==> config.mk <==
export PLATFORM = sky130hd
export DESIGN_NAME = dfs_topological_sort_core_flat
export DESIGN_NICKNAME = d
export VERILOG_FILES = /design/src/rtl/core/dts_pkg.sv /design/src/rtl/core/dts_stream_if.sv /design/src/rtl/core/dts_ctrl.sv /design/src/rtl/core/dts_dp.sv /design/src/rtl/core/dfs_topological_sort_core.sv /design/src/flat_wrapper.sv
export SDC_FILE = /design/constraint.sdc
export NUM_CORES = 1
export LEC_CHECK = 0
export ABC_AREA = 0
export BUFFER_PORTS_ARGS = -buffer_cell sky130_fd_sc_hd__buf_2
export CORE_MARGIN = 3
export CORE_UTILIZATION = 62
export DETAILED_ROUTE_END_ITERATION = 6
export GPL_TIMING_DRIVEN = 0
export PLACE_DENSITY_LB_ADDON = 0.12
export SYNTH_ARGS = -nofsm -noshare
export SYNTH_HDL_FRONTEND = slang
export SYNTH_MEMORY_MAX_BITS = 65536
export SYNTH_SLANG_ARGS = --single-unit
==> constraint.sdc <==
create_clock -name clk_i -period 6.6 [get_ports clk_i]
set_input_delay 0.99 -clock clk_i [delete_from_list [all_inputs] [get_ports clk_i]]
set_output_delay 0.99 -clock clk_i [all_outputs]
set_load 0.02 [all_outputs]
==> src/rtl/core/dts_pkg.sv <==
`default_nettype none
// ----------------------------------------------------------------------------
// dts_pkg
// Shared types, codes and a helper function of the depth-first topological sort core.
// ----------------------------------------------------------------------------
package dts_pkg;

  // Field widths fixed by the word formats
  localparam int unsigned VERTEX_W             = 6;
  localparam int unsigned COUNT_W              = 7;
  localparam int unsigned VERTEX_LIMIT         = 64;
  localparam int unsigned MAX_VERTEX_COUNT_DEF = 64;

  // Configuration port
  localparam int unsigned APB_ADDR_W = 3;
  localparam int unsigned APB_DATA_W = 32;
  localparam logic        REG_VERTEX_COUNT = 1'b0;
  localparam logic [COUNT_W-1:0] VERTEX_COUNT_RST = 7'd64;

  // Operation codes
  localparam logic [1:0] OP_ADD_EDGE = 2'd0;
  localparam logic [1:0] OP_SORT     = 2'd1;
  localparam logic [1:0] OP_CLEAR    = 2'd2;

  typedef struct packed {
    logic [1:0]          operation;
    logic [VERTEX_W-1:0] source_vertex;
    logic [VERTEX_W-1:0] dest_vertex;
  } in_word_t;

  typedef struct packed {
    logic [VERTEX_W-1:0] vertex;
    logic                last_of_order;
  } out_word_t;

  // Controller to datapath
  typedef struct packed {
    logic add_rd;
    logic add_wr;
    logic clear_all;
    logic sort_init;
    logic root_next;
    logic root_enter;
    logic push;
    logic pop;
    logic pop_load;
    logic emit_init;
    logic emit_ld;
  } cmd_t;

  // Datapath to controller
  typedef struct packed {
    logic n_zero;
    logic edge_ok;
    logic root_done;
    logic root_visited;
    logic open_any;
    logic depth_one;
    logic emit_last;
    logic out_free;
  } stat_t;

  // Index of the lowest set bit; top index when none is set
  function automatic logic [VERTEX_W-1:0] lowest_set(input logic [VERTEX_LIMIT-1:0] m);
    logic [VERTEX_W-1:0] idx;
    idx = VERTEX_W'(VERTEX_LIMIT - 1);
    for (int i = VERTEX_LIMIT - 1; i >= 0; i--) begin
      if (m[i]) begin
        idx = VERTEX_W'(i);
      end
    end
    return idx;
  endfunction

endpackage
`default_nettype wire

==> src/rtl/core/dts_stream_if.sv <==
`default_nettype none
// ----------------------------------------------------------------------------
// dts_stream_if
// Valid/ready word channel with a typed payload.
// ----------------------------------------------------------------------------
interface dts_stream_if #(
  parameter type payload_t = logic
) ();
  logic     valid;
  logic     ready;
  payload_t data;

  modport source (output valid, output data, input ready);
  modport sink   (input valid, input data, output ready);
endinterface
`default_nettype wire

==> src/rtl/core/dts_ctrl.sv <==
`default_nettype none
// ----------------------------------------------------------------------------
// dts_ctrl
// Sequencer of the sort core: decodes words, walks the search, emits results.
// ----------------------------------------------------------------------------
module dts_ctrl (
  input  wire logic            clk_i,
  input  wire logic            rst_ni,
  input  wire logic            in_valid_i,
  input  wire logic [1:0]      operation_i,
  output logic                 in_ready_o,
  input  wire dts_pkg::stat_t  stat_i,
  output dts_pkg::cmd_t        cmd_o
);
  import dts_pkg::*;

  localparam logic [2:0] ST_IDLE    = 3'd0;
  localparam logic [2:0] ST_ADD_WR  = 3'd1;
  localparam logic [2:0] ST_ROOT    = 3'd2;
  localparam logic [2:0] ST_EVAL    = 3'd3;
  localparam logic [2:0] ST_POP     = 3'd4;
  localparam logic [2:0] ST_EMIT_RD = 3'd5;
  localparam logic [2:0] ST_EMIT_LD = 3'd6;

  logic [2:0] state_q, state_d;

  always_comb begin
    state_d    = state_q;
    cmd_o      = '0;
    in_ready_o = 1'b0;
    unique case (state_q)
      ST_IDLE: begin
        in_ready_o = 1'b1;
        if (in_valid_i) begin
          unique case (operation_i)
            OP_ADD_EDGE: begin
              if (stat_i.edge_ok) begin
                cmd_o.add_rd = 1'b1;
                state_d      = ST_ADD_WR;
              end
            end
            OP_SORT: begin
              if (!stat_i.n_zero) begin
                cmd_o.sort_init = 1'b1;
                state_d         = ST_ROOT;
              end
            end
            OP_CLEAR: cmd_o.clear_all = 1'b1;
            default: ;
          endcase
        end
      end
      ST_ADD_WR: begin
        cmd_o.add_wr = 1'b1;
        state_d      = ST_IDLE;
      end
      ST_ROOT: begin
        priority if (stat_i.root_done) begin
          cmd_o.emit_init = 1'b1;
          state_d         = ST_EMIT_RD;
        end else if (stat_i.root_visited) begin
          cmd_o.root_next = 1'b1;
        end else begin
          cmd_o.root_enter = 1'b1;
          state_d          = ST_EVAL;
        end
      end
      ST_EVAL: begin
        if (stat_i.open_any) begin
          cmd_o.push = 1'b1;
        end else begin
          cmd_o.pop = 1'b1;
          if (stat_i.depth_one) begin
            cmd_o.root_next = 1'b1;
            state_d         = ST_ROOT;
          end else begin
            state_d = ST_POP;
          end
        end
      end
      ST_POP: begin
        cmd_o.pop_load = 1'b1;
        state_d        = ST_EVAL;
      end
      ST_EMIT_RD: begin
        if (stat_i.out_free) begin
          state_d = ST_EMIT_LD;
        end
      end
      ST_EMIT_LD: begin
        cmd_o.emit_ld = 1'b1;
        state_d       = stat_i.emit_last ? ST_IDLE : ST_EMIT_RD;
      end
      default: state_d = ST_IDLE;
    endcase
  end

  always_ff @(posedge clk_i or negedge rst_ni) begin
    if (!rst_ni) begin
      state_q <= ST_IDLE;
    end else begin
      state_q <= state_d;
    end
  end

endmodule
`default_nettype wire

==> src/rtl/core/dts_dp.sv <==
`default_nettype none
// ----------------------------------------------------------------------------
// dts_dp
// Datapath: adjacency memory, path stack, finish list, marks and result word.
// ----------------------------------------------------------------------------
module dts_dp #(
  parameter int unsigned MAX_VERTEX_COUNT = dts_pkg::MAX_VERTEX_COUNT_DEF
) (
  input  wire logic                        clk_i,
  input  wire logic                        rst_ni,
  input  wire dts_pkg::cmd_t               cmd_i,
  output dts_pkg::stat_t                   stat_o,
  input  wire dts_pkg::in_word_t           in_word_i,
  input  wire logic [dts_pkg::COUNT_W-1:0] vertex_count_i,
  input  wire logic                        out_ready_i,
  output logic                             out_valid_o,
  output dts_pkg::out_word_t               out_word_o
);
  import dts_pkg::*;

  localparam int unsigned MAXV = MAX_VERTEX_COUNT;
  localparam int unsigned AW   = $clog2(MAXV);
  localparam int unsigned CW   = $clog2(MAXV + 1);

  // Memories
  logic [MAXV-1:0] adj_mem   [MAXV];
  logic [AW-1:0]   stack_mem [MAXV];
  logic [AW-1:0]   fin_mem   [MAXV];

  logic [MAXV-1:0] adj_rd_q;
  logic [AW-1:0]   stack_rd_q;
  logic [AW-1:0]   fin_rd_q;

  // Control state
  logic [MAXV-1:0] row_vld_q, visited_q, use_q;
  logic            row_vld_rd_q;
  logic [CW-1:0]   n_q, root_q, depth_q, fin_cnt_q;
  logic [AW-1:0]   emit_q;
  logic            out_valid_q;

  // Payload registers
  logic [AW-1:0]   top_q, src_q, dst_q;
  out_word_t       out_word_q;

  // Combinational
  logic [CW-1:0]   n_sat, depth_m2;
  logic [MAXV-1:0] use_d, row, open, add_row;
  logic [AW-1:0]   next, adj_addr, root_idx, stack_wa, stack_wd;
  logic            stack_we;

  assign n_sat = (vertex_count_i > COUNT_W'(MAXV)) ? CW'(MAXV) : CW'(vertex_count_i);

  always_comb begin
    for (int i = 0; i < MAXV; i++) begin
      use_d[i] = (CW'(i) < n_sat);
    end
  end

  assign root_idx = root_q[AW-1:0];
  assign depth_m2 = depth_q - CW'(2);
  assign row      = row_vld_rd_q ? adj_rd_q : '0;
  assign open     = row & ~visited_q & use_q;
  assign next     = AW'(lowest_set(VERTEX_LIMIT'(open)));
  assign add_row  = row | (MAXV'(1) << dst_q);

  // One read port on the adjacency memory
  always_comb begin
    priority if (cmd_i.add_rd) begin
      adj_addr = in_word_i.source_vertex[AW-1:0];
    end else if (cmd_i.root_enter) begin
      adj_addr = root_idx;
    end else if (cmd_i.push) begin
      adj_addr = next;
    end else begin
      adj_addr = stack_rd_q;
    end
  end

  assign stack_we = cmd_i.root_enter | cmd_i.push;
  assign stack_wa = cmd_i.root_enter ? '0 : depth_q[AW-1:0];
  assign stack_wd = cmd_i.root_enter ? root_idx : next;

  always_ff @(posedge clk_i) begin
    adj_rd_q   <= adj_mem[adj_addr];
    stack_rd_q <= stack_mem[depth_m2[AW-1:0]];
    fin_rd_q   <= fin_mem[emit_q];
    if (cmd_i.add_wr) begin
      adj_mem[src_q] <= add_row;
    end
    if (stack_we) begin
      stack_mem[stack_wa] <= stack_wd;
    end
    if (cmd_i.pop) begin
      fin_mem[fin_cnt_q[AW-1:0]] <= top_q;
    end
  end

  always_ff @(posedge clk_i) begin
    if (cmd_i.add_rd) begin
      src_q <= in_word_i.source_vertex[AW-1:0];
      dst_q <= in_word_i.dest_vertex[AW-1:0];
    end
    priority if (cmd_i.root_enter) begin
      top_q <= root_idx;
    end else if (cmd_i.push) begin
      top_q <= next;
    end else if (cmd_i.pop_load) begin
      top_q <= stack_rd_q;
    end
    if (cmd_i.emit_ld) begin
      out_word_q.vertex        <= VERTEX_W'(fin_rd_q);
      out_word_q.last_of_order <= (emit_q == '0);
    end
  end

  always_ff @(posedge clk_i or negedge rst_ni) begin
    if (!rst_ni) begin
      row_vld_q    <= '0;
      row_vld_rd_q <= 1'b0;
      visited_q    <= '0;
      use_q        <= '0;
      n_q          <= '0;
      root_q       <= '0;
      depth_q      <= '0;
      fin_cnt_q    <= '0;
      emit_q       <= '0;
      out_valid_q  <= 1'b0;
    end else begin
      row_vld_rd_q <= row_vld_q[adj_addr];
      if (cmd_i.clear_all) begin
        row_vld_q <= '0;
      end else if (cmd_i.add_wr) begin
        row_vld_q <= row_vld_q | (MAXV'(1) << src_q);
      end
      if (cmd_i.sort_init) begin
        visited_q <= '0;
        use_q     <= use_d;
        n_q       <= n_sat;
        root_q    <= '0;
        fin_cnt_q <= '0;
      end
      if (cmd_i.root_enter) begin
        visited_q <= visited_q | (MAXV'(1) << root_idx);
        depth_q   <= CW'(1);
      end
      if (cmd_i.push) begin
        visited_q <= visited_q | (MAXV'(1) << next);
        depth_q   <= depth_q + CW'(1);
      end
      if (cmd_i.pop) begin
        depth_q   <= depth_q - CW'(1);
        fin_cnt_q <= fin_cnt_q + CW'(1);
      end
      if (cmd_i.root_next) begin
        root_q <= root_q + CW'(1);
      end
      if (cmd_i.emit_init) begin
        emit_q <= AW'(fin_cnt_q - CW'(1));
      end else if (cmd_i.emit_ld) begin
        emit_q <= emit_q - AW'(1);
      end
      if (cmd_i.emit_ld) begin
        out_valid_q <= 1'b1;
      end else if (out_ready_i) begin
        out_valid_q <= 1'b0;
      end
    end
  end

  assign stat_o.n_zero       = (vertex_count_i == '0);
  assign stat_o.edge_ok      = (COUNT_W'(in_word_i.source_vertex) < COUNT_W'(MAXV)) &&
                               (COUNT_W'(in_word_i.dest_vertex) < COUNT_W'(MAXV));
  assign stat_o.root_done    = (root_q == n_q);
  assign stat_o.root_visited = visited_q[root_idx];
  assign stat_o.open_any     = |open;
  assign stat_o.depth_one    = (depth_q == CW'(1));
  assign stat_o.emit_last    = (emit_q == '0);
  assign stat_o.out_free     = !out_valid_q || out_ready_i;

  assign out_valid_o = out_valid_q;
  assign out_word_o  = out_word_q;

endmodule
`default_nettype wire

==> src/rtl/core/dfs_topological_sort_core.sv <==
`default_nettype none
// ----------------------------------------------------------------------------
// dfs_topological_sort_core
// Topological sort of a directed graph by depth-first search.
// ----------------------------------------------------------------------------
// The graph lives in an adjacency bit matrix, one row per source vertex, in a
// memory with a single read port whose rows carry valid flops so that a
// clear-all-edges word completes as soon as it is taken and reset empties
// the graph at once. An input word either adds an edge, clears all edges or
// sorts. A sort scans roots in ascending order, and for every vertex entered
// it pushes it onto the path, later finds it exhausted and pops it, and
// reloads the new top of the path from the stack memory unless the path is
// then empty; the pace is set by the single adjacency read port and its
// registered read data. Each result word is then read from the finish-list
// memory and loaded into the output register once that register is free.
// Only one input word is in work at a time; the last result may still wait
// in the output register while the next input word is taken. vertex_count
// is written through the APB port at offset 0 and saturates at
// MAX_VERTEX_COUNT; zero makes a sort produce no words.
// ----------------------------------------------------------------------------
module dfs_topological_sort_core #(
  parameter int unsigned MAX_VERTEX_COUNT = dts_pkg::MAX_VERTEX_COUNT_DEF
) (
  input  wire logic                           clk_i,
  input  wire logic                           rst_ni,
  // Configuration port
  input  wire logic                           psel,
  input  wire logic                           penable,
  input  wire logic                           pwrite,
  input  wire logic [dts_pkg::APB_ADDR_W-1:0] paddr,
  input  wire logic [dts_pkg::APB_DATA_W-1:0] pwdata,
  output logic      [dts_pkg::APB_DATA_W-1:0] prdata,
  output logic                                pready,
  // Word channels
  dts_stream_if.sink                          in_i,
  dts_stream_if.source                        out_o
);
  import dts_pkg::*;

  logic [COUNT_W-1:0] vertex_count_q;
  logic               reg_hit;
  cmd_t               cmd;
  stat_t              stat;
  in_word_t           in_word;
  out_word_t          out_word;
  logic               out_valid;
  logic               in_ready;

  // Register decode: the word index sits above the byte offset
  assign reg_hit = (paddr[APB_ADDR_W-1] == REG_VERTEX_COUNT);
  assign pready  = 1'b1;
  assign prdata  = reg_hit ? APB_DATA_W'(vertex_count_q) : '0;

  always_ff @(posedge clk_i or negedge rst_ni) begin
    if (!rst_ni) begin
      vertex_count_q <= VERTEX_COUNT_RST;
    end else if (psel && penable && pwrite && reg_hit) begin
      vertex_count_q <= pwdata[COUNT_W-1:0];
    end
  end

  assign in_word     = in_i.data;
  assign in_i.ready  = in_ready;
  assign out_o.valid = out_valid;
  assign out_o.data  = out_word;

  // Sequencer: decode, search walk, result emission
  dts_ctrl u_ctrl (
    .clk_i       (clk_i),
    .rst_ni      (rst_ni),
    .in_valid_i  (in_i.valid),
    .operation_i (in_word.operation),
    .in_ready_o  (in_ready),
    .stat_i      (stat),
    .cmd_o       (cmd)
  );

  // Graph storage, search state and output register
  dts_dp #(
    .MAX_VERTEX_COUNT (MAX_VERTEX_COUNT)
  ) u_dp (
    .clk_i          (clk_i),
    .rst_ni         (rst_ni),
    .cmd_i          (cmd),
    .stat_o         (stat),
    .in_word_i      (in_word),
    .vertex_count_i (vertex_count_q),
    .out_ready_i    (out_o.ready),
    .out_valid_o    (out_valid),
    .out_word_o     (out_word)
  );

endmodule
`default_nettype wire

==> src/flat_wrapper.sv <==
// flat-port wrapper written by rule: the top's interface ports become plain ports
module dfs_topological_sort_core_flat import dts_pkg::*;
#(
  parameter int unsigned MAX_VERTEX_COUNT = dts_pkg::MAX_VERTEX_COUNT_DEF
)
  (clk_i, rst_ni, psel, penable, pwrite, paddr, pwdata, prdata, pready, in_i_valid, in_i_data, in_i_ready, out_o_valid, out_o_data, out_o_ready);
  dts_stream_if in_i_i ();
  dts_stream_if out_o_i ();
  input  wire logic clk_i;
  input  wire logic rst_ni;
  input  wire logic psel;
  input  wire logic penable;
  input  wire logic pwrite;
  input  wire logic [dts_pkg::APB_ADDR_W-1:0] paddr;
  input  wire logic [dts_pkg::APB_DATA_W-1:0] pwdata;
  output logic      [dts_pkg::APB_DATA_W-1:0] prdata;
  output logic pready;
  input wire logic [$bits(in_i_i.valid)-1:0] in_i_valid;
  input wire logic [$bits(in_i_i.data)-1:0] in_i_data;
  output wire logic [$bits(in_i_i.ready)-1:0] in_i_ready;
  output wire logic [$bits(out_o_i.valid)-1:0] out_o_valid;
  output wire logic [$bits(out_o_i.data)-1:0] out_o_data;
  input wire logic [$bits(out_o_i.ready)-1:0] out_o_ready;
  assign in_i_i.valid = in_i_valid;
  assign in_i_i.data = in_i_data;
  assign in_i_ready = in_i_i.ready;
  assign out_o_valid = out_o_i.valid;
  assign out_o_data = out_o_i.data;
  assign out_o_i.ready = out_o_ready;
  dfs_topological_sort_core #(.MAX_VERTEX_COUNT(MAX_VERTEX_COUNT)) u_core (.clk_i(clk_i), .rst_ni(rst_ni), .psel(psel), .penable(penable), .pwrite(pwrite), .paddr(paddr), .pwdata(pwdata), .prdata(prdata), .pready(pready), .in_i(in_i_i), .out_o(out_o_i));
endmodule
Yosys cells after proc, flatten, opt, wreduce, memory -nomap -nowiden

Index checks and enable logic that the tools add are counted.

Register bits: 103
Input bits: 43
Output and inout bits: 36
Word-level logic and storage cells: 76

Add/sub/neg operators: 6
Magnitude comparators: 1
Eq/ne operators: 9
Shifts and indexed selects: 1
Mux-type cells: 32
Bitwise logic cells: 3
Reductions and logical operators: 14

Operators with widths:

| cell                                                                     | number |
|---|---|
| 64-bit 2-to-1 mux                                                        | 2 |
| 64-bit OR                                                                | 1 |
| 1-bit by 6-bit << shifter with 64-bit output (first input constant)      | 1 |
| 7-bit 2-to-1 mux                                                         | 6 |
| 7-bit by 1-bit adder with 7-bit output (second input constant)           | 3 |
| 3-bit 2-to-1 mux                                                         | 6 |
| 3-bit one-hot mux with 6 select lines                                    | 1 |
| 1-bit 2-to-1 mux                                                         | 12 |
| 6-bit 2-to-1 mux                                                         | 2 |
| 6-bit by 1-bit subtractor with 6-bit output (second input constant)      | 2 |
| 3-bit equality test (second input constant)                              | 3 |
| 7-bit by 1-bit equality test with 1-bit output (second input constant)   | 1 |
| 7-bit zero test                                                          | 1 |
| 6-bit by 7-bit < comparator with 1-bit output (second input constant)    | 1 |
| 7-bit by 1-bit subtractor with 7-bit output (second input constant)      | 1 |
| 1-bit binary-select mux with 6-bit select                                | 1 |
| 3-bit by 2-bit equality test with 1-bit output (second input constant)   | 2 |
| 6-bit zero test                                                          | 1 |
| 2-bit nonzero test                                                       | 3 |
| 1-bit logical AND                                                        | 3 |
| 3-bit zero test                                                          | 1 |
| 3-bit by 2-bit inequality test with 1-bit output (second input constant) | 1 |
| 3-bit AND reduction                                                      | 1 |
| 3-bit nonzero test                                                       | 1 |
| other kinds (9)                                                          | 9 |

Longest topological paths before layout

Gate-level depths: netlist (run 1).

Depth in word-level cells: 8
Depth in mapped cells: 12
Depth with buffers taken out: 9

Hierarchy

From an unflattened synthesis (run 1), not the netlist that was laid out.

Cells, all modules: 14039
Area total of the unflattened synthesis: 209517.2 um2

Modules (own cells, without submodules):

| module                    | instances | cells each | area an instance (um2) |
|---|---|---|---|
| dts_dp                    | 1         | 13942      | 208577.5 |
| dfs_topological_sort_core | 1         | 50         | 543.0 |
| dts_ctrl                  | 1         | 47         | 396.6 |

Worst setup path before layout (run 1)

No wires, ideal clock.

Path kind: reg-to-reg
Start point: reg u_core.u_dp.root_q[1]
End point: reg u_core.u_dp.emit_q[4]
Setup time: 77 ps
Data arrival time: 2352 ps
Setup slack: 4171 ps
Stages on the path, launching flop included: 13
Period minus slack after synthesis: 2429 ps
Path through: dfrtp_1 -> buf_6 -> buf_6 -> buf_6 -> inv_1 -> ha_1 -> nand4_1 -> mux2i_1 -> ha_1 -> nor3b_1 -> xor2_1 -> nor2_1 -> a21oi_1

Word-level cells in the longest chain between the ends: 4

Ends and longest elaborated chain:

| item                                                          | line           | text |
|---|---|---|
| start: declaration                                            | dts_dp.sv:37   | `logic [CW-1:0] n_q, root_q, depth_q, fin_cnt_q;` |
| start signal: assignment                                      | dts_dp.sv:155  | `root_q <= root_q + CW'(1);` |
| 7-bit zero test *                                             | -              |  |
| 1-bit 2-to-1 mux *                                            | dts_ctrl.sv:58 | `priority if (stat_i.root_done) begin` |
| 1-bit 2-to-1 mux *                                            | dts_ctrl.sv:31 | `unique case (state_q)` |
| 6-bit 2-to-1 mux / 2-bit nonzero test (equally long branches) | -              |  |
| end signal: assignment                                        | dts_dp.sv:158  | `emit_q <= AW'(fin_cnt_q - CW'(1));` |
| end signal: assignment                                        | dts_dp.sv:160  | `emit_q <= emit_q - AW'(1);` |
| end: declaration                                              | dts_dp.sv:38   | `logic [AW-1:0] emit_q;` |

Mark *: on every way between the ends. The rest lies on a longest branch, timed or not.
A chain may end at the register's enable or synchronous reset.

Final worst setup path (run 1)

Same ends and word-level chain as after synthesis.

==> flow_summary_export.csv, run 1 <==
group,metric,value,unit
outcome,outcome,"finished clean",
worst_setup_path,worstRegToRegCells,12,
cts,clockBufferDepth,2,
grt,grt_max_degree,65,
cells_and_area,num_antenna_cells,0,
sta,worst-slew-pin-transition,770,ps
routing,viasPerCell,5.97,
die,io_pins,79,
sta,drv_slew,0,
logic_synthesis,synth_largest_area_cell,"dfrtp_1",
worst_setup_path,worst-path-stages,12,
logic_synthesis,synth_edf_count,1,
sta,fin_skew,12.8,ps
die,initial_core_util,64.0,%
worst_setup_path,cp_num_buf_inv,4,
cts,cts_root_buf,"clkbuf_8",
sta,rsz0062_at_grt,"no",
power_and_ir_drop,power.switching,612,uW
power_and_ir_drop,clkPwrFrac,21.3,%
worst_setup_path,criticalPathCategory,"flop to flop",
cts,numCtsBuffers,9,
logic_synthesis,synthesis.area,5280,um^2
worst_setup_path,cp_cell_sequence,"buf_6 > buf_6 > buf_6 > inv_1 > ha_1 > nand4_1 > mux2i_1 > ha_1 > nor3b_1 > xor2_1 > nor2_1 > a21oi_1",
sta,finalCritPeriodShare,44.0,%
cells_and_area,layout_commonest_cell,"dfrtp_1",
power_and_ir_drop,combPwrFrac,33.8,%
grt,grt_pass1_vias,3795,
cts,cts_max_level,3,
cts,cts_hold_buf,0,
grt,antenna_found_initial,0,
die,dieHeight,98.3,um
worst_setup_path,cp-end-kind,"flop",
logic_synthesis,yosys_warnings,0,
logic_synthesis,ys_types,56,
routing,dr.first_iter.drc_count,290,
die,num_rows,33,
power_and_ir_drop,finalPower,1.69,mW
sta,relSlewSlack,48.5,%
cts,tritoncts,"done",
cells_and_area,synthToLayoutAreaGrowth,10.4,%
grt,grt_pass1_wl,18800,um
cells_and_area,final_cell_mix,"dfrtp_1, nand2_1, o21bai_1",
logic_synthesis,synth_flop_cell,"dfrtp_1",
power_and_ir_drop,irDropWorstVdd,231,uV
routing,ant_nets,0,
die,die_area,9670,um^2
worst_hold_path,min_path_cells,1,
logic_synthesis,synthCells,480,
die,die_w,98.3,um
sta,setup_tns,0,ps
routing,vias,3882,
placed_design,hpwl,7970,um
routing,routedWlPerCell,17.3,um
logic_synthesis,synthTopCellsByArea,"dfrtp_1, a41o_1, o21bai_1",
logic_synthesis,synth-seq-area-share,48.4,%
die,placeableCoreArea,8260,um^2
sta,max_freq,0.344,GHz
worst_setup_path,crit_arrival,3190,ps
logic_synthesis,yosys_register_bits,102,
worst_hold_path,hp-class,"flop to flop",
run,maxCapViolCount,0,
cts,cts.sinks,102,
power_and_ir_drop,leakagePower,2.87,nW
cells_and_area,drive_gt1_share,18.7,%
worst_setup_path,crit_path_max_fanout,10,
sta,final-hold-violation-count,0,
worst_setup_path,slowest_delay,420,ps
cts,clock_insertion_delay_worst_skew,370,ps
power_and_ir_drop,cellPowerDensity,290,nW/um^2
cts,cts_resized,0,
logic_synthesis,ys_async_sr_fraction,99.0,%
placed_design,gp_congestion,0.885,
sta,finalCriticalPeriod,2900,ps
logic_synthesis,avgSynthCellArea,11.0,um^2
cts,path_clk_slew,100,ps
routing,wl,11200,um
worst_setup_path,slowest_stage,"dfrtp_1",
logic_synthesis,yosysTopAreaCellShare,47.4,%
placed_design,portBuffers,24,
grt,track_usage,24.2,%
worst_setup_path,critPathLaunchType,"flop",
grt,overflow,0,
routing,drcViolationCount,0,
power_and_ir_drop,p_seq_share,45.0,%
worst_setup_path,crit_required,6890,ps
power_and_ir_drop,swShare,36.2,%
cells_and_area,fin_nets,593,
worst_setup_path,cpMostUsedCell,"buf_6",
power_and_ir_drop,power.internal,1.08,mW
cts,postCtsSetupBuffers,0,
sta,final-setup-viol-count,0,
routing,dr.pass1.iters,5,
cells_and_area,nFillCells,616,
worst_setup_path,crit_family,"simple AND/OR/NAND/NOR gates",
routing by layer:
metal,part of all wire (%),vias to the layer above,track usage [%]
li1,-,1805,-
met5,0,-,0
met1,45,1933,33.8
met4,1.4,0,5.88
met3,5.3,20,4.57
met2,48,124,39.7
synth_stat cells, types with 4 or more instances:
library cell and instances:
a21oi_1 11, a22oi_1 6, a41o_1 28, buf_2 6, buf_4 26, buf_6 5, clkbuf_1 22, dfrtp_1 100
ha_1 10, inv_1 9, mux2_2 9, mux2i_1 22, mux4_2 8, nand2_1 45, nand3_1 8, nand4b_1 4
nor2_1 17, nor2b_1 13, nor3_1 8, o211ai_1 6, o21ai_0 8, o21bai_1 32, or3_1 8, xnor2_1 11
xor2_1 6
cell type report:
cell class                      instances  area [um^2]  area share, %
Clock inverter                          4         32.5          0.558
Buffer                                 61          372           6.37
Timing Repair Buffer                   25          150           2.57
Tap cell                              105          131           2.25
Inverter                                9         33.8          0.579
Sequential cell                       102         2560           43.9
Multi-Input combinational cell        332         2410           41.3
Clock buffer                           12          145           2.49
power groups by stage:
| stage | registers [mW] | logic, mW | clock network [mW] |
|---|---|---|---|
| 6_report | 0.760 | 0.571 | 0.360 |
| 3_5_place_dp | 0.772 | 0.567 | 0 |
| 4_1_cts | 0.760 | 0.569 | 0.371 |
| 3_3_place_gp | 0.767 | 0.549 | 0 |
| 2_1_floorplan | 0.757 | 0.430 | 0 |
| 5_1_grt | 0.771 | 0.627 | 0.396 |
flip-flops by register name, summed over array words and instances, names as in the netlist:
register,flops
u_core.u_dp.out_word_o,1
u_core.u_dp.root_q,7
u_core.u_dp.depth_q,7
u_core.u_ctrl.state_q,3
u_core.u_dp.out_valid_o,1
u_core.u_dp.visited_q,64
u_core.vertex_count_q,7
u_core.u_dp.fin_cnt_q,6
u_core.u_dp.emit_q,6
logic make-up after synthesis:
kind of cell / synth area share [%]
xor+xnor: 2.82
fa+ha+maj: 2.37
simple gates: 11.7
flops: 48.4
buf+inv: 7.67
other cells: 0.142
compound gates: 17.4
mux: 9.50
worst paths after layout:
path                                                             from                                     to  slack (ps)
max in group asynchronous                                      rst_ni   u_core.vertex_count_q[6]$_DFFE_PN1P_        5300
worst min register to register  u_core.u_dp.visited_q[44]$_DFFE_PN0P_  u_core.u_dp.visited_q[44]$_DFFE_PN0P_         470
worst max-delay path                u_core.u_dp.root_q[1]$_DFFE_PN0P_      u_core.u_dp.emit_q[4]$_DFFE_PN0P_        3700
worst min-delay path            u_core.u_dp.visited_q[44]$_DFFE_PN0P_  u_core.u_dp.visited_q[44]$_DFFE_PN0P_         470
min in group asynchronous                                      rst_ni   u_core.u_dp.fin_cnt_q[4]$_DFFE_PN0P_         580
worst max register to register      u_core.u_dp.root_q[1]$_DFFE_PN0P_      u_core.u_dp.emit_q[4]$_DFFE_PN0P_        3700
per-stage QoR:
step / setup slack, ps / cell area [um^2] / hold WS, ps / std cells / utilization (%)
after floorplan: 4170 / 5370 / 436 / 504 / -
after global placement: 3530 / 5630 / 447 / 633 / 68.1
after detailed placement: 3670 / 5660 / 454 / 634 / 68.5
after CTS: 3670 / 5830 / 475 / 650 / 70.6
after global routing: 3420 / 5830 / 490 / 650 / 70.6
final: 3700 / 5830 / 473 / 650 / 70.6
No activity file was read; power rests on OpenSTA's default activity.
==> run 2: changes to the inputs <==
- CORE_UTILIZATION: 62 -> 57
- clock period: 6.6 -> 2.71 ns (I/O delays scaled with it)
==> run 2 against run 1 <==
Compared with the run above: first-iteration DRC count shrank 22%; the flow now finishes with violations (hold timing); non-clock buffer count grew 5; global-route usage shrank 0.81 points; worst setup slack lost 3600 ps; highest routed layer unchanged; clock skew shrank 2.2 ps.
==> flow_summary_export.csv, run 2 (synthesized netlist as in run 1, its figures left out) <==
group,metric,value,unit
outcome,outcome,"finished, violations left",
outcome,failed_checks,"hold timing",
routing,viasPerCell,5.90,
grt,antenna_found_initial,0,
power_and_ir_drop,swShare,36.2,%
die,io_pins,79,
cts,clockBufferDepth,2,
routing,top_layer_used,"met4",
cts,cts_root_buf,"clkbuf_8",
cells_and_area,layout_commonest_cell,"dfrtp_1",
sta,drv_slew,0,
sta,fin_skew,10.6,ps
die,dieHeight,102,um
worst_setup_path,crit_arrival,2830,ps
cts,clock_insertion_delay_worst_skew,380,ps
power_and_ir_drop,combPwrFrac,35.7,%
run,maxCapViolCount,0,
worst_setup_path,critPathLaunchType,"flop",
cells_and_area,top_register,"u_core.u_dp.visited_q",
die,initial_core_util,59.7,%
cells_and_area,num_antenna_cells,0,
routing,wl_met1,5250,um
sta,worst-slew-pin-transition,752,ps
sta,finalCriticalPeriod,2580,ps
worst_setup_path,r2r_end,"u_core.u_dp.emit_q[4]$_DFFE_PN0P_",
worst_setup_path,cp_num_buf_inv,5,
die,die_area,10500,um^2
sta,relSlewSlack,49.9,%
routing,dr.first_iter.drc_count,226,
routing,ant_nets,0,
routing,wl,11600,um
power_and_ir_drop,finalPower,4.25,mW
worst_setup_path,crit_required,2950,ps
cells_and_area,final_cell_mix,"dfrtp_1, nand2_1, o21bai_1, buf_4",
routing,vias,3879,
cells_and_area,final_core_util,67.1,%
sta,final-setup-viol-count,0,
routing,drcViolationCount,0,
die,placeableCoreArea,8850,um^2
cells_and_area,synthToLayoutAreaGrowth,12.4,%
routing,dr.pass1.iters,5,
die,die_w,102,um
worst_setup_path,cpMostUsedCell,"buf_6",
placed_design,hpwl,8020,um
power_and_ir_drop,power.internal,2.71,mW
worst_setup_path,r2r-start,"u_core.u_dp.root_q[1]$_DFFE_PN0P_",
grt,grt_pass1_wl,18900,um
grt,grt_pass1_vias,3742,
worst_setup_path,slowest_stage,"dfrtp_1",
sta,finalCritPeriodShare,95.4,%
sta,max_freq,0.387,GHz
routing,met3_length,669,um
power_and_ir_drop,leakagePower,2.90,nW
worst_setup_path,regToRegSetupSlack,130,ps
cells_and_area,drive_gt1_share,22.2,%
worst_hold_path,hp-class,"input port to async pin",
power_and_ir_drop,power.switching,1.54,mW
power_and_ir_drop,clkPwrFrac,20.7,%
worst_setup_path,cp_cell_sequence,"buf_6 > buf_6 > buf_6 > inv_2 > ha_4 > nand4_1 > buf_4 > mux2i_2 > ha_2 > nand2_1 > nor3_2 > xnor2_1 > a21oi_1",
power_and_ir_drop,cellPowerDensity,717,nW/um^2
power_and_ir_drop,irDropWorstVdd,414,uV
grt,grt_max_degree,65,
sta,worst_hold_slack,-7.55,ps
worst_setup_path,cp-end-kind,"flop",
routing,met2_length,5470,um
power_and_ir_drop,p_seq_share,43.6,%
cts,tritoncts,"done",
worst_setup_path,slowest_delay,370,ps
cells_and_area,fin_nets,598,
worst_setup_path,worstRegToRegCells,13,
routing,routedWlPerCell,17.7,um
placed_design,gp_congestion,0.920,
die,num_rows,34,
placed_design,portBuffers,24,
cts,cts.sinks,102,
cts,path_clk_slew,90,ps
grt,overflow,0,
sta,final-hold-violation-count,2,
placed_design,dpl_worst_slack,-175,ps
grt,track_usage,23.4,%
cts,numCtsBuffers,9,
worst_setup_path,criticalPathCategory,"flop to flop",
sta,layout_setup_ws,126,ps
cts,cts_max_level,3,
worst_setup_path,crit_path_max_fanout,10,
cells_and_area,largest_reg_flops,64,
worst_setup_path,crit_family,"buffers and inverters",
-- run 2: per-stage QoR --
stage | std cells | area, um^2 | hold WS (ps) | setup TNS (ps)
after global placement | 636 | 5630 | 448 | -66.2
final | 658 | 5940 | -7.55 | 0
after global routing | 658 | 5940 | 12.8 | -34.0
after CTS | 653 | 5860 | 6.13 | 0
after floorplan | 504 | 5370 | 111 | 0
after detailed placement | 637 | 5660 | 410 | -662
-- run 2: layout make-up --
class                           instances  area, um^2
Buffer                                 60         377
Timing Repair Buffer                   31         208
Multi-Input combinational cell        332        2450
Clock buffer                           11         141
Inverter                                9        33.8
Sequential cell                       102        2560
Fill cell                             716        2910
Clock inverter                          5        33.8
Tap cell                              108         135
-- run 2: power groups by stage --
| stage | logic [mW] | clock network, mW | registers, mW |
|---|---|---|---|
| after floorplan | 1.05 | 0 | 1.84 |
| after global placement | 1.34 | 0 | 1.87 |
| after detailed placement | 1.38 | 0 | 1.87 |
| after CTS | 1.40 | 0.900 | 1.85 |
| after global routing | 1.67 | 0.974 | 1.88 |
| final | 1.52 | 0.882 | 1.85 |
-- run 2: per-layer routing --
layer  global-route usage, %  vias to the layer above
met5                       0                        -
met4                    7.47                        0
met3                    4.98                       24
met2                    36.1                      144
met1                    33.5                     1890
li1                        -                     1821
-- run 2: what timing repair did --
| action | in CTS | in global routing |
|---|---|---|
| resized for setup | 7 | 10 |
| buffers inserted | 1 | 5 |
| pin swaps | 0 | 2 |
| hold buffers | 0 | 0 |
| setup endpoints to repair | 28 | 61 |
-- run 2: how the worst max path moves through the flow --
stage | start | to | slack (ps) | depth (start not counted)
after floorplan | u_core.u_dp.root_q[1]$_DFFE_PN0P_ | u_core.u_dp.emit_q[4]$_DFFE_PN0P_ | 280 | 12
after global placement | u_core.u_dp.root_q[1]$_DFFE_PN0P_ | u_core.u_dp.emit_q[4]$_DFFE_PN0P_ | -70 | 12
after detailed placement | u_core.u_dp.root_q[1]$_DFFE_PN0P_ | u_core.u_dp.emit_q[4]$_DFFE_PN0P_ | -170 | 12
after CTS | u_core.u_dp.root_q[1]$_DFFE_PN0P_ | u_core.u_dp.depth_q[6]$_DFFE_PN0P_ | 20 | 10
after global routing | u_core.u_dp.root_q[1]$_DFFE_PN0P_ | u_core.u_dp.emit_q[4]$_DFFE_PN0P_ | -30 | 13
final | u_core.u_dp.root_q[1]$_DFFE_PN0P_ | u_core.u_dp.emit_q[4]$_DFFE_PN0P_ | 130 | 13
